### src/playfair_digraph_decrypt_defines.svh
// ----------------------------------------------------------------------------
// Playfair digraph decrypt assertion macros
// Concurrent assertion shorthands clocked on clk, disabled while in reset.
// ----------------------------------------------------------------------------
`ifndef PLAYFAIR_DIGRAPH_DECRYPT_DEFINES_SVH
`define PLAYFAIR_DIGRAPH_DECRYPT_DEFINES_SVH

// same-cycle implication
`define PFD_ASSERT_NOW(label, ante, cons, msg) \
	label: assert property (@(posedge clk) disable iff (!arst_n) (ante) |-> (cons)) \
		else $error(msg);

// next-cycle implication
`define PFD_ASSERT_NEXT(label, ante, cons, msg) \
	label: assert property (@(posedge clk) disable iff (!arst_n) (ante) |=> (cons)) \
		else $error(msg);

`endif

### src/pfd_pkg.sv
// ----------------------------------------------------------------------------
// pfd_pkg
// Shared constants and payload types of the Playfair digraph decryptor.
// ----------------------------------------------------------------------------
`default_nettype none

package pfd_pkg;

	localparam int GRID_SIZE = 5;
	localparam int KEY_W     = 8 * GRID_SIZE;
	localparam int CFG_IDX_W = 3;

	// reset square MFHIK / UNOPQ / ZVWXY / ELARG / DSTBC
	localparam logic [KEY_W-1:0] KEY_RESET [GRID_SIZE] = '{
		40'd331891624267,
		40'd366386040913,
		40'd387995621465,
		40'd297632092743,
		40'd293455807043
	};

	typedef struct packed {
		logic [7:0] first_cipher;
		logic [7:0] second_cipher;
	} cipher_t;

	typedef struct packed {
		logic [7:0] first_plain;
		logic [7:0] second_plain;
		logic       letter_missing;
	} plain_t;

endpackage

`default_nettype wire

### src/pfd_locate.sv
// ----------------------------------------------------------------------------
// pfd_locate
// One lane: folds a byte to uppercase and finds its first cell in the square.
// ----------------------------------------------------------------------------
`default_nettype none

module pfd_locate #(
	parameter int GRID_SIZE = pfd_pkg::GRID_SIZE
) (
	input  logic [GRID_SIZE-1:0][8*GRID_SIZE-1:0] key,
	input  logic [7:0]                            letter,
	output logic [7:0]                            folded,
	output logic                                  found,
	output logic [$clog2(GRID_SIZE)-1:0]          row,
	output logic [$clog2(GRID_SIZE)-1:0]          col
);
	localparam int IdxW = $clog2(GRID_SIZE);

	assign folded = (letter >= 8'h61 && letter <= 8'h7a) ? letter - 8'd32 : letter;

	// scan backwards so the first row-major match wins
	always_comb begin
		found = 1'b0;
		row   = '0;
		col   = '0;
		for (int r = GRID_SIZE - 1; r >= 0; r--) begin
			for (int c = GRID_SIZE - 1; c >= 0; c--) begin
				if (key[r][8*(GRID_SIZE-1-c) +: 8] == folded) begin
					found = 1'b1;
					row   = r[IdxW-1:0];
					col   = c[IdxW-1:0];
				end
			end
		end
	end

endmodule

`default_nettype wire

### src/pfd_merge.sv
// ----------------------------------------------------------------------------
// pfd_merge
// Combines both lane positions: row, column or rectangle rule, then lookup; unmatched pairs pass through.
// ----------------------------------------------------------------------------
`default_nettype none

module pfd_merge #(
	parameter int GRID_SIZE = pfd_pkg::GRID_SIZE
) (
	input  logic [GRID_SIZE-1:0][8*GRID_SIZE-1:0] key,
	input  logic [7:0]                            letter_a,
	input  logic                                  found_a,
	input  logic [$clog2(GRID_SIZE)-1:0]          row_a,
	input  logic [$clog2(GRID_SIZE)-1:0]          col_a,
	input  logic [7:0]                            letter_b,
	input  logic                                  found_b,
	input  logic [$clog2(GRID_SIZE)-1:0]          row_b,
	input  logic [$clog2(GRID_SIZE)-1:0]          col_b,
	output pfd_pkg::plain_t                       plain
);
	import pfd_pkg::*;

	localparam int IdxW = $clog2(GRID_SIZE);

	logic [7:0]      cell_v [GRID_SIZE][GRID_SIZE];
	logic [IdxW-1:0] ra, ca, rb, cb;

	for (genvar r = 0; r < GRID_SIZE; r++) begin : g_row
		for (genvar c = 0; c < GRID_SIZE; c++) begin : g_col
			assign cell_v[r][c] = key[r][8*(GRID_SIZE-1-c) +: 8];
		end
	end

	function automatic logic [IdxW-1:0] step_back(input logic [IdxW-1:0] x);
		return (x == '0) ? IdxW'(GRID_SIZE - 1) : x - 1'b1;
	endfunction

	always_comb begin
		ra = row_a;
		ca = col_a;
		rb = row_b;
		cb = col_b;
		if (row_a == row_b) begin
			ca = step_back(col_a);
			cb = step_back(col_b);
		end else if (col_a == col_b) begin
			ra = step_back(row_a);
			rb = step_back(row_b);
		end else begin
			ca = col_b;
			cb = col_a;
		end
	end

	always_comb begin
		if (found_a && found_b) begin
			plain.first_plain    = cell_v[ra][ca];
			plain.second_plain   = cell_v[rb][cb];
			plain.letter_missing = 1'b0;
		end else begin
			plain.first_plain    = letter_a;
			plain.second_plain   = letter_b;
			plain.letter_missing = 1'b1;
		end
	end

endmodule

`default_nettype wire

### src/playfair_digraph_decrypt.sv
// Path: lane stage register, then merge stage register driving plain_valid.
// Throughput: one digraph per cycle; the two-stage pipeline advances whenever
// its output register is empty or being drained.
// Reset: arst_n clears both stage valids and loads the default key square
// MFHIK / UNOPQ / ZVWXY / ELARG / DSTBC.
// ----------------------------------------------------------------------------
// playfair_digraph_decrypt
// Two locate lanes search the key square in parallel; a merge stage applies
// the Playfair decryption rules and fills the output register.
// ----------------------------------------------------------------------------
`default_nettype none

module playfair_digraph_decrypt #(
	parameter int GRID_SIZE = pfd_pkg::GRID_SIZE
) (
	input  logic                            clk,
	input  logic                            arst_n,
	input  logic                            cfg_valid,
	output logic                            cfg_ready,
	input  logic [pfd_pkg::CFG_IDX_W-1:0]   cfg_index,
	input  logic [8*GRID_SIZE-1:0]          cfg_data,
	input  logic                            cipher_valid,
	output logic                            cipher_ready,
	input  pfd_pkg::cipher_t                cipher,
	output logic                            plain_valid,
	input  logic                            plain_ready,
	output pfd_pkg::plain_t                 plain
);
	import pfd_pkg::*;

	`include "playfair_digraph_decrypt_defines.svh"

	localparam int IdxW = $clog2(GRID_SIZE);
	localparam int KeyW = 8 * GRID_SIZE;

	logic [GRID_SIZE-1:0][KeyW-1:0] key_q;

	logic [7:0]      fold_a, fold_b;
	logic            hit_a, hit_b;
	logic [IdxW-1:0] row_a, col_a, row_b, col_b;

	logic            valid_s1;
	logic [7:0]      letter_a_s1, letter_b_s1;
	logic            found_a_s1, found_b_s1;
	logic [IdxW-1:0] row_a_s1, col_a_s1, row_b_s1, col_b_s1;

	logic            valid_s2;
	plain_t          plain_s2;
	plain_t          merged;

	logic            adv_s2, adv_s1;

	assign cfg_ready = 1'b1;

	always_ff @(posedge clk or negedge arst_n) begin
		if (!arst_n) begin
			for (int i = 0; i < GRID_SIZE; i++) begin
				key_q[i] <= KEY_RESET[i][KeyW-1:0];
			end
		end else if (cfg_valid && cfg_ready) begin
			for (int i = 0; i < GRID_SIZE; i++) begin
				if (cfg_index == CFG_IDX_W'(i)) begin
					key_q[i] <= cfg_data;
				end
			end
		end
	end

	pfd_locate #(.GRID_SIZE(GRID_SIZE)) u_lane_a (
		.key    (key_q),
		.letter (cipher.first_cipher),
		.folded (fold_a),
		.found  (hit_a),
		.row    (row_a),
		.col    (col_a)
	);

	pfd_locate #(.GRID_SIZE(GRID_SIZE)) u_lane_b (
		.key    (key_q),
		.letter (cipher.second_cipher),
		.folded (fold_b),
		.found  (hit_b),
		.row    (row_b),
		.col    (col_b)
	);

	assign adv_s2       = !valid_s2 || plain_ready;
	assign adv_s1       = !valid_s1 || adv_s2;
	assign cipher_ready = adv_s1;

	always_ff @(posedge clk or negedge arst_n) begin
		if (!arst_n) begin
			valid_s1 <= 1'b0;
		end else if (adv_s1) begin
			valid_s1 <= cipher_valid;
		end
	end

	always_ff @(posedge clk) begin
		if (adv_s1 && cipher_valid) begin
			letter_a_s1 <= fold_a;
			letter_b_s1 <= fold_b;
			found_a_s1  <= hit_a;
			found_b_s1  <= hit_b;
			row_a_s1    <= row_a;
			col_a_s1    <= col_a;
			row_b_s1    <= row_b;
			col_b_s1    <= col_b;
		end
	end

	pfd_merge #(.GRID_SIZE(GRID_SIZE)) u_merge (
		.key      (key_q),
		.letter_a (letter_a_s1),
		.found_a  (found_a_s1),
		.row_a    (row_a_s1),
		.col_a    (col_a_s1),
		.letter_b (letter_b_s1),
		.found_b  (found_b_s1),
		.row_b    (row_b_s1),
		.col_b    (col_b_s1),
		.plain    (merged)
	);

	always_ff @(posedge clk or negedge arst_n) begin
		if (!arst_n) begin
			valid_s2 <= 1'b0;
		end else if (adv_s2) begin
			valid_s2 <= valid_s1;
		end
	end

	always_ff @(posedge clk) begin
		if (adv_s2 && valid_s1) begin
			plain_s2 <= merged;
		end
	end

	assign plain_valid = valid_s2;
	assign plain       = plain_s2;

	`PFD_ASSERT_NEXT(a_in_to_s1, cipher_valid && cipher_ready, valid_s1, "transfer lost at stage 1")
	`PFD_ASSERT_NOW(a_rose_from_s1, $rose(valid_s2), $past(valid_s1), "result without stage 1 item")
	`PFD_ASSERT_NEXT(a_s1_hold, valid_s1 && !adv_s2, valid_s1 && $stable(letter_a_s1), "stage 1 dropped")
	`PFD_ASSERT_NOW(a_missing_pass, valid_s1 && !(found_a_s1 && found_b_s1),
		merged.letter_missing && merged.first_plain == letter_a_s1, "missing letter not passed")

endmodule

`default_nettype wire

### config.mk
export PLATFORM = sky130hd
export DESIGN_NAME = playfair_digraph_decrypt
export DESIGN_NICKNAME = d
export VERILOG_FILES = /design/src/pfd_pkg.sv /design/src/pfd_locate.sv /design/src/pfd_merge.sv /design/src/playfair_digraph_decrypt.sv
export VERILOG_INCLUDE_DIRS = /design/src /design/src/src
export SDC_FILE = /design/constraint.sdc
export NUM_CORES = 1
export LEC_CHECK = 0
export BUFFER_PORTS_ARGS = -buffer_cell sky130_fd_sc_hd__clkbuf_2
export CAP_MARGIN = 10
export CELL_PAD_IN_SITES_DETAIL_PLACEMENT = 0
export CELL_PAD_IN_SITES_GLOBAL_PLACEMENT = 1
export CORE_ASPECT_RATIO = 0.75
export CORE_MARGIN = 5
export CORE_UTILIZATION = 54
export CTS_CLUSTER_DIAMETER = 120
export DETAILED_ROUTE_END_ITERATION = 12
export GPL_ROUTABILITY_DRIVEN = 1
export GPL_TIMING_DRIVEN = 0
export PLACE_DENSITY = 0.95
export SYNTH_ARGS = -nofsm -noshare
export SYNTH_HDL_FRONTEND = slang
export SYNTH_SLANG_ARGS = --single-unit
export TNS_END_PERCENT = 5
### constraint.sdc
create_clock -name clk -period 5 [get_ports clk]
set_input_delay 0.5 -clock clk [delete_from_list [all_inputs] [get_ports clk]]
set_output_delay 0.5 -clock clk [all_outputs]
set_load 0.03 [all_outputs]
==> results of run 1 <==
==> cell usage in the layout, fill, tap and decap left out, drive strengths merged, types with 19 or more instances in the layout <==
cell    instances
xnor2         200
o21ai          50
edfxtp         47
buf            74
nand2         235
mux2i          60
nor4           28
and3           19
nor2           53
nand4          22
nand3         134
nor3           69
mux2          203
dfrtp         119
a21oi          64
xor2          183
a31oi          28
inv            25
dfstp          83
clkbuf        200
mux4           21
o22ai          32
==> critical path: stages (launching register included) <==
cell and delay, ps:
edfxtp_1 560, xnor2_1 280, and3_1 190, clkbuf_1 240
buf_2 310, mux2i_2 930, buf_2 450, buf_2 400
nand3_1 110, a31oi_1 550, o21ai_0 330, a211o_1 340
==> layout make-up <==
cell class / instances / area [um^2]
inverters: 23 / 86.3
flip-flops and latches: 249 / 6570
multi-input cells: 1618 / 12100
diodes: 1 / 2.50
clock buffers: 35 / 736
plain buffers: 151 / 724
repair buffers: 88 / 509
fillers: 3093 / 14300
clock inverters: 13 / 138
well taps: 465 / 582
==> stage by stage <==
stage / total power [mW] / hold WS [ps]
2_1_floorplan: 5.44 / 204
3_3_place_gp: 6.82 / 458
4_1_cts: 8.95 / 7.05
5_1_grt: 9.44 / 40.9
3_5_place_dp: 6.92 / 479
6_report: 9.23 / -57.1
==> sequential cells by signal, indices dropped and copies added (netlist names) <==
name         cells
letter_b_s1      8
plain           17
plain_valid      1
key_q          200
col_b_s1         3
valid_s1         1
row_a_s1         3
col_a_s1         3
row_b_s1         3
letter_a_s1      8
found_b_s1       1
found_a_s1       1
==> worst paths after layout <==
kind	to	slack, ps
setup / recovery	plain[5]	40
hold / removal	key_q[9]	-60
setup reg to reg	plain[5]	40
hold reg to reg	plain_valid	490
max in group asynchronous	plain_valid	3980
min in group clk	letter_b_s1[3]	110
==> metal layers <==
| metal | part of all wire | wire (um) | GRT usage | vias to the layer above |
|---|---|---|---|---|
| met1 | 0.38 | 36100 | 0.613 | 9280 |
| met5 | 0.0017 | 159 | 0.0240 | - |
| li1 | - | - | - | 7614 |
| met3 | 0.17 | 16100 | 0.235 | 336 |
| met4 | 0.062 | 5880 | 0.212 | 8 |
| met2 | 0.39 | 36900 | 0.623 | 1593 |
==> cells by family (layout without fill, tap and decap cells) <==
family | Yosys count | in the layout | synth area share
compound gates | 318 | 318 | 0.114
xor+xnor | 383 | 383 | 0.172
fa+ha+maj | 6 | 6 | 0.00386
buf+inv | 174 | 310 | 0.0416
flops | 249 | 249 | 0.338
mux | 284 | 284 | 0.173
other cells | 1 | 2 | 0.000193
simple gates | 626 | 626 | 0.158
==> power by group through the flow <==
stage          clock network (mW)  registers (mW)  logic, mW
6_report                     2.05            3.55       3.63
5_1_grt                      2.14            3.53       3.77
4_1_cts                      2.04            3.47       3.44
3_5_place_dp                    0            3.50       3.42
3_3_place_gp                    0            3.49       3.33
2_1_floorplan                   0            3.12       2.33
==> what timing repair did <==
action                                  4_1_cts  5_1_grt
gates resized for setup                       0        4
endpoints found under the setup margin        0        5
endpoints found under the hold margin         0        0
==> results.md, run 1 <==
- Status: finished with violations
- Failing checks: hold timing, capacitance limit
- P_leak: about 8.3 nW
- Gpl congestion: about 1.1
- H-tree depth: 1
- Final Hold Violating Endpoints: 9
- Power per cell area: around 430 nW/um^2
- Synthesis Warnings: 0
- Layout cells sized above 1: 0.237
- CP arrival: 5290 ps
- Largest net degree at the start of global routing: 110
- CTS root buf: clkbuf_16
- Fin crit period: 4960 ps
- Die Ht: roughly 170 um
- Non-filler cells, final: ~2.6k
- Placed Instances: approximately 2.6k
- Mapped Nets: between 2k and 2.5k
- CTS Sinks: between 200 and 250
- Final Max Slew Viols: 0
- Sw Pwr: 4.04 mW
- Syn_area_per_cell: approximately 9.5 um^2
- EDFF count, synth: 47
- Synth top area cells: dfrtp_1, mux2_2, dfstp_2
- RSZ-0062 raised after global routing: no
- Die X: ~230 um
- Worst Hold Class: in -> async
- Top cells by count, synth: nand2_1, mux2_2, xnor2_1, xor2_1, nand3_1
- Async set-reset flop share out of synthesis: 0.811
- Initial antenna violation count: 5
- Pre-CTS WS: around 140 ps
- Ys flop type: dfrtp_1
- Critical path origin: row_b_s1[2]
- First-pass GRT wire length: around 130000 um
- R2R cell count: 11
- TritonCTS buffer count: 26
- Worst-Margin Slew: around 1500 ps
- Setup CP Type: reg -> reg
- Ports: 84
- Global route overflow: 0
- Total wire length: 95200 um
- Drt wl/cell: approximately 36 um
- Gr usage total: 0.462
- Vias: 18.8k
- Setup ws final: between 30 and 40 ps
- Placed Area: roughly 21000 um^2
- Finished Cell Area: roughly 21000 um^2
- Initial core utilization: 0.545
- DRC Markers: 0
- Gate power share: 0.393
- # Max-Cap Violations: 1
- Hold_buf cts: 0
- WP data required: approximately 5300 ps
- Nets: 2227
- Area delta synth->final: 10.2%
- Final Setup Violations: 0
- Clock group share of total power: 0.222
- Clock Skews: 14.7 ps
- Element type at the critical path start: flip-flop
- Min Hold Slack: -57.1 ps
- FP Rows: 60
- CP Capture Type: flip-flop
- Mapped Area: 19500 um^2
- Post-synthesis sequential area ratio: 0.338
- Layout Utilization: 0.600
- Vias in the first global route: ~18k
- Number of synthesized register bits: approximately 250
- Initial DRC count: around 3.6k
- Worst-path clk slew: about 70 ps
- Worst R2R Start: row_b_s1[2]
- Tcrit/Tclk final: 0.993
- DR vias/cell: about 7
- Post-synth top area share: 0.153
- Fmax: 201 MHz
- Post-CTS setup buffer count: 0
- Post-synthesis instance total: between 2k and 2.5k
- Top-count cell post-synth: nand2_1
- Slew margin rel.: 0.00455
- Seq pwr share: 0.385
- CP Max Fanout: 10
- Pint: 5.19 mW
- Switching Fraction: 0.437
- Die area: about 40000 um^2
- Core box area: about 36000 um^2
- Yosys top cell by area: dfrtp_1
- Worst IR Drop VDD: 0.294 mV
- Post-synthesis cell type count: 92
- Longest Clk Path Bufs: 3
- CTS tree: built
- Clk_lat worst skew: between 500 and 600 ps
- Setup TNS: 0 ps
- I/O Buffers: ~80
- Dpl hpwl: about 72000 um
- Post-route ant nets: 0
- Drt first pass iters: 6
(Power assumes the default switching activity.)
==> run 2, diff against run 1 <==
--- a/config.mk
+++ b/config.mk
@@ -16,7 +16,6 @@
 export CTS_CLUSTER_DIAMETER = 120
 export DETAILED_ROUTE_END_ITERATION = 12
 export GPL_ROUTABILITY_DRIVEN = 1
-export GPL_TIMING_DRIVEN = 0
 export PLACE_DENSITY = 0.95
 export SYNTH_ARGS = -nofsm -noshare
 export SYNTH_HDL_FRONTEND = slang
==> run 2 against run 1 <==
Critical path depth down 2. Sequential share of layout area up 0.17 points. Cell area down 0.55%. Routed wire length down 15%. The run ends with hold timing left. Via count down 5.9%. Sequential cell count unchanged. Cell count down 3.4%. Highest routed layer unchanged. Worst setup slack better by 750 ps. Worst hold slack better by 55 ps. Utilization down 0.33 points.
==> results.md, run 2 (same netlist as run 1, synthesis figures left out) <==
- Status: finished with violations
- Failing checks: hold timing
- Setup CP Type: reg -> reg
- CTS Sinks: 249
- Die area: ~40000 um^2
- RSZ-0062 raised after global routing: no
- Largest Register: key_q
- Drt wl/cell: ~32 um
- Placed Area: 20400 um^2
- Initial core utilization: 0.545
- CP arrival: about 4600 ps
- FP Rows: 60
- Initial antenna violation count: 6
- H-tree depth: 1
- Initial DRC count: just under 3k
- Power, Total: between 9 and 10 mW
- Number of flip-flops under the largest register name: 200
- WP data required: 5340 ps
- Post-CTS setup buffer count: 0
- Worst-Margin Slew: roughly 1100 ps
- Post-cts resize count: 0
- Fin crit period: ~4200 ps
- Drt first pass iters: 9
- Vias in the first global route: roughly 17k
- Worst-path clk slew: ~70 ps
- Longest Clk Path Bufs: 3
- Most common cell after layout, fill and taps aside: nand2_1
- Area delta synth->final: 9.55%
- Gr usage total: 0.394
- Layout cells sized above 1: 0.262
- Worst IR Drop VDD: between 0.4 and 0.5 mV
- TritonCTS buffer count: 27
- Fmax: 237 MHz
- Finished Cell Area: between 20000 and 25000 um^2
- Element type at the critical path start: flip-flop
- Slew margin rel.: 0.242
- Largest net degree at the start of global routing: around 110
- Total wire length: about 80000 um
- Die Ht: between 150 and 200 um
- Final Hold Violating Endpoints: 2
- Min Hold Slack: -2.59 ps
- Post-route ant nets: 0
- Power per cell area: 423 nW/um^2
- Global route overflow: 0
- Ports: 84
- CP Max Fanout: 17
- I/O Buffers: 82
- Setup TNS: 0 ps
- First-pass GRT wire length: ~120000 um
- Non-filler cells, final: ~2.6k
- Most frequent cells in the layout: nand2_1, mux2_2, xnor2_1, xor2_1, nand3_1
- Die X: approximately 230 um
- P_leak: about 8.3 nW
- CP Capture Type: flip-flop
- # Max-Cap Violations: 0
- CTS tree: built
- Nets: between 2k and 2.5k
- Vias: roughly 18k
- Hold_buf cts: 0
- DR vias/cell: roughly 7
- Final Setup Violations: 0
- Dpl hpwl: about 60000 um
- Tcrit/Tclk final: 0.844
- Core box area: roughly 36000 um^2
- DRC Markers: 0
- Clock Skews: 24.5 ps
- Placed Instances: 2504
- Gpl congestion: 1.11
- Final Max Slew Viols: 0
- Clk_lat worst skew: ~600 ps
- Worst Hold Class: in -> async
- CTS root buf: clkbuf_16
[run 2: cell count changes in the layout (fill, tap and decap cells not counted), sizes merged]
cell	previous run	this run
clkbuf	200	116
buf	74	67
inv	25	30
clkinv	7	5
bufinv	2	1
clkinvlp	2	1
diode	1	2
[run 2: through the flow]
step                      utilization  setup WS, ps
final                           0.597           782
after CTS                       0.596           842
after detailed placement        0.571           736
after global placement          0.571           695
after global routing            0.596           659
after floorplan                     -          1700
[run 2: path summary, 6_finish.rpt]
check                                   from  slack, ps  cells past startpoint     endpoint
worst max-delay path             row_b_s1[0]        780                      9    plain[15]
worst min-delay path                  arst_n         -3                      1    key_q[24]
worst max register to register   row_b_s1[0]        780                      9    plain[15]
worst min register to register      valid_s1        480                      1  plain_valid
max in group asynchronous             arst_n       3960                      2    key_q[59]
min in group clk                cipher_valid        110                      2     valid_s1
[run 2: worst max-delay path, cell delays in order (launching register included)]
cell and delay (ps):
edfxtp_1 580, xnor2_1 300, and3_1 730, nor2_1 240
a21oi_4 500, buf_4 420, mux4_2 540, o22ai_1 200
o32ai_1 150, a31o_2 300
[run 2: report_power, final]
| group | switching [mW] | internal (mW) |
|---|---|---|
| clock network | 0.927 | 1.15 |
| logic | 1.89 | 1.45 |
| registers | 1.01 | 2.61 |
[run 2: cell type report]
cell class	instances	area [um^2]
Antenna cell	2	5.00
Clock buffer	34	762
Clock inverter	14	143
Fill cell	3015	14400
Inverter	23	86.3
Multi-Input combinational cell	1618	12200
Sequential cell	249	6570
Tap cell	465	582
Timing Repair Buffer	149	947
[run 2: routing by layer]
metal,GRT usage,up-vias,share of wire
met5,0,-,0.00053
met1,0.546,8680,0.40
met3,0.153,248,0.15
li1,-,7458,-
met4,0.149,8,0.052
met2,0.557,1327,0.40
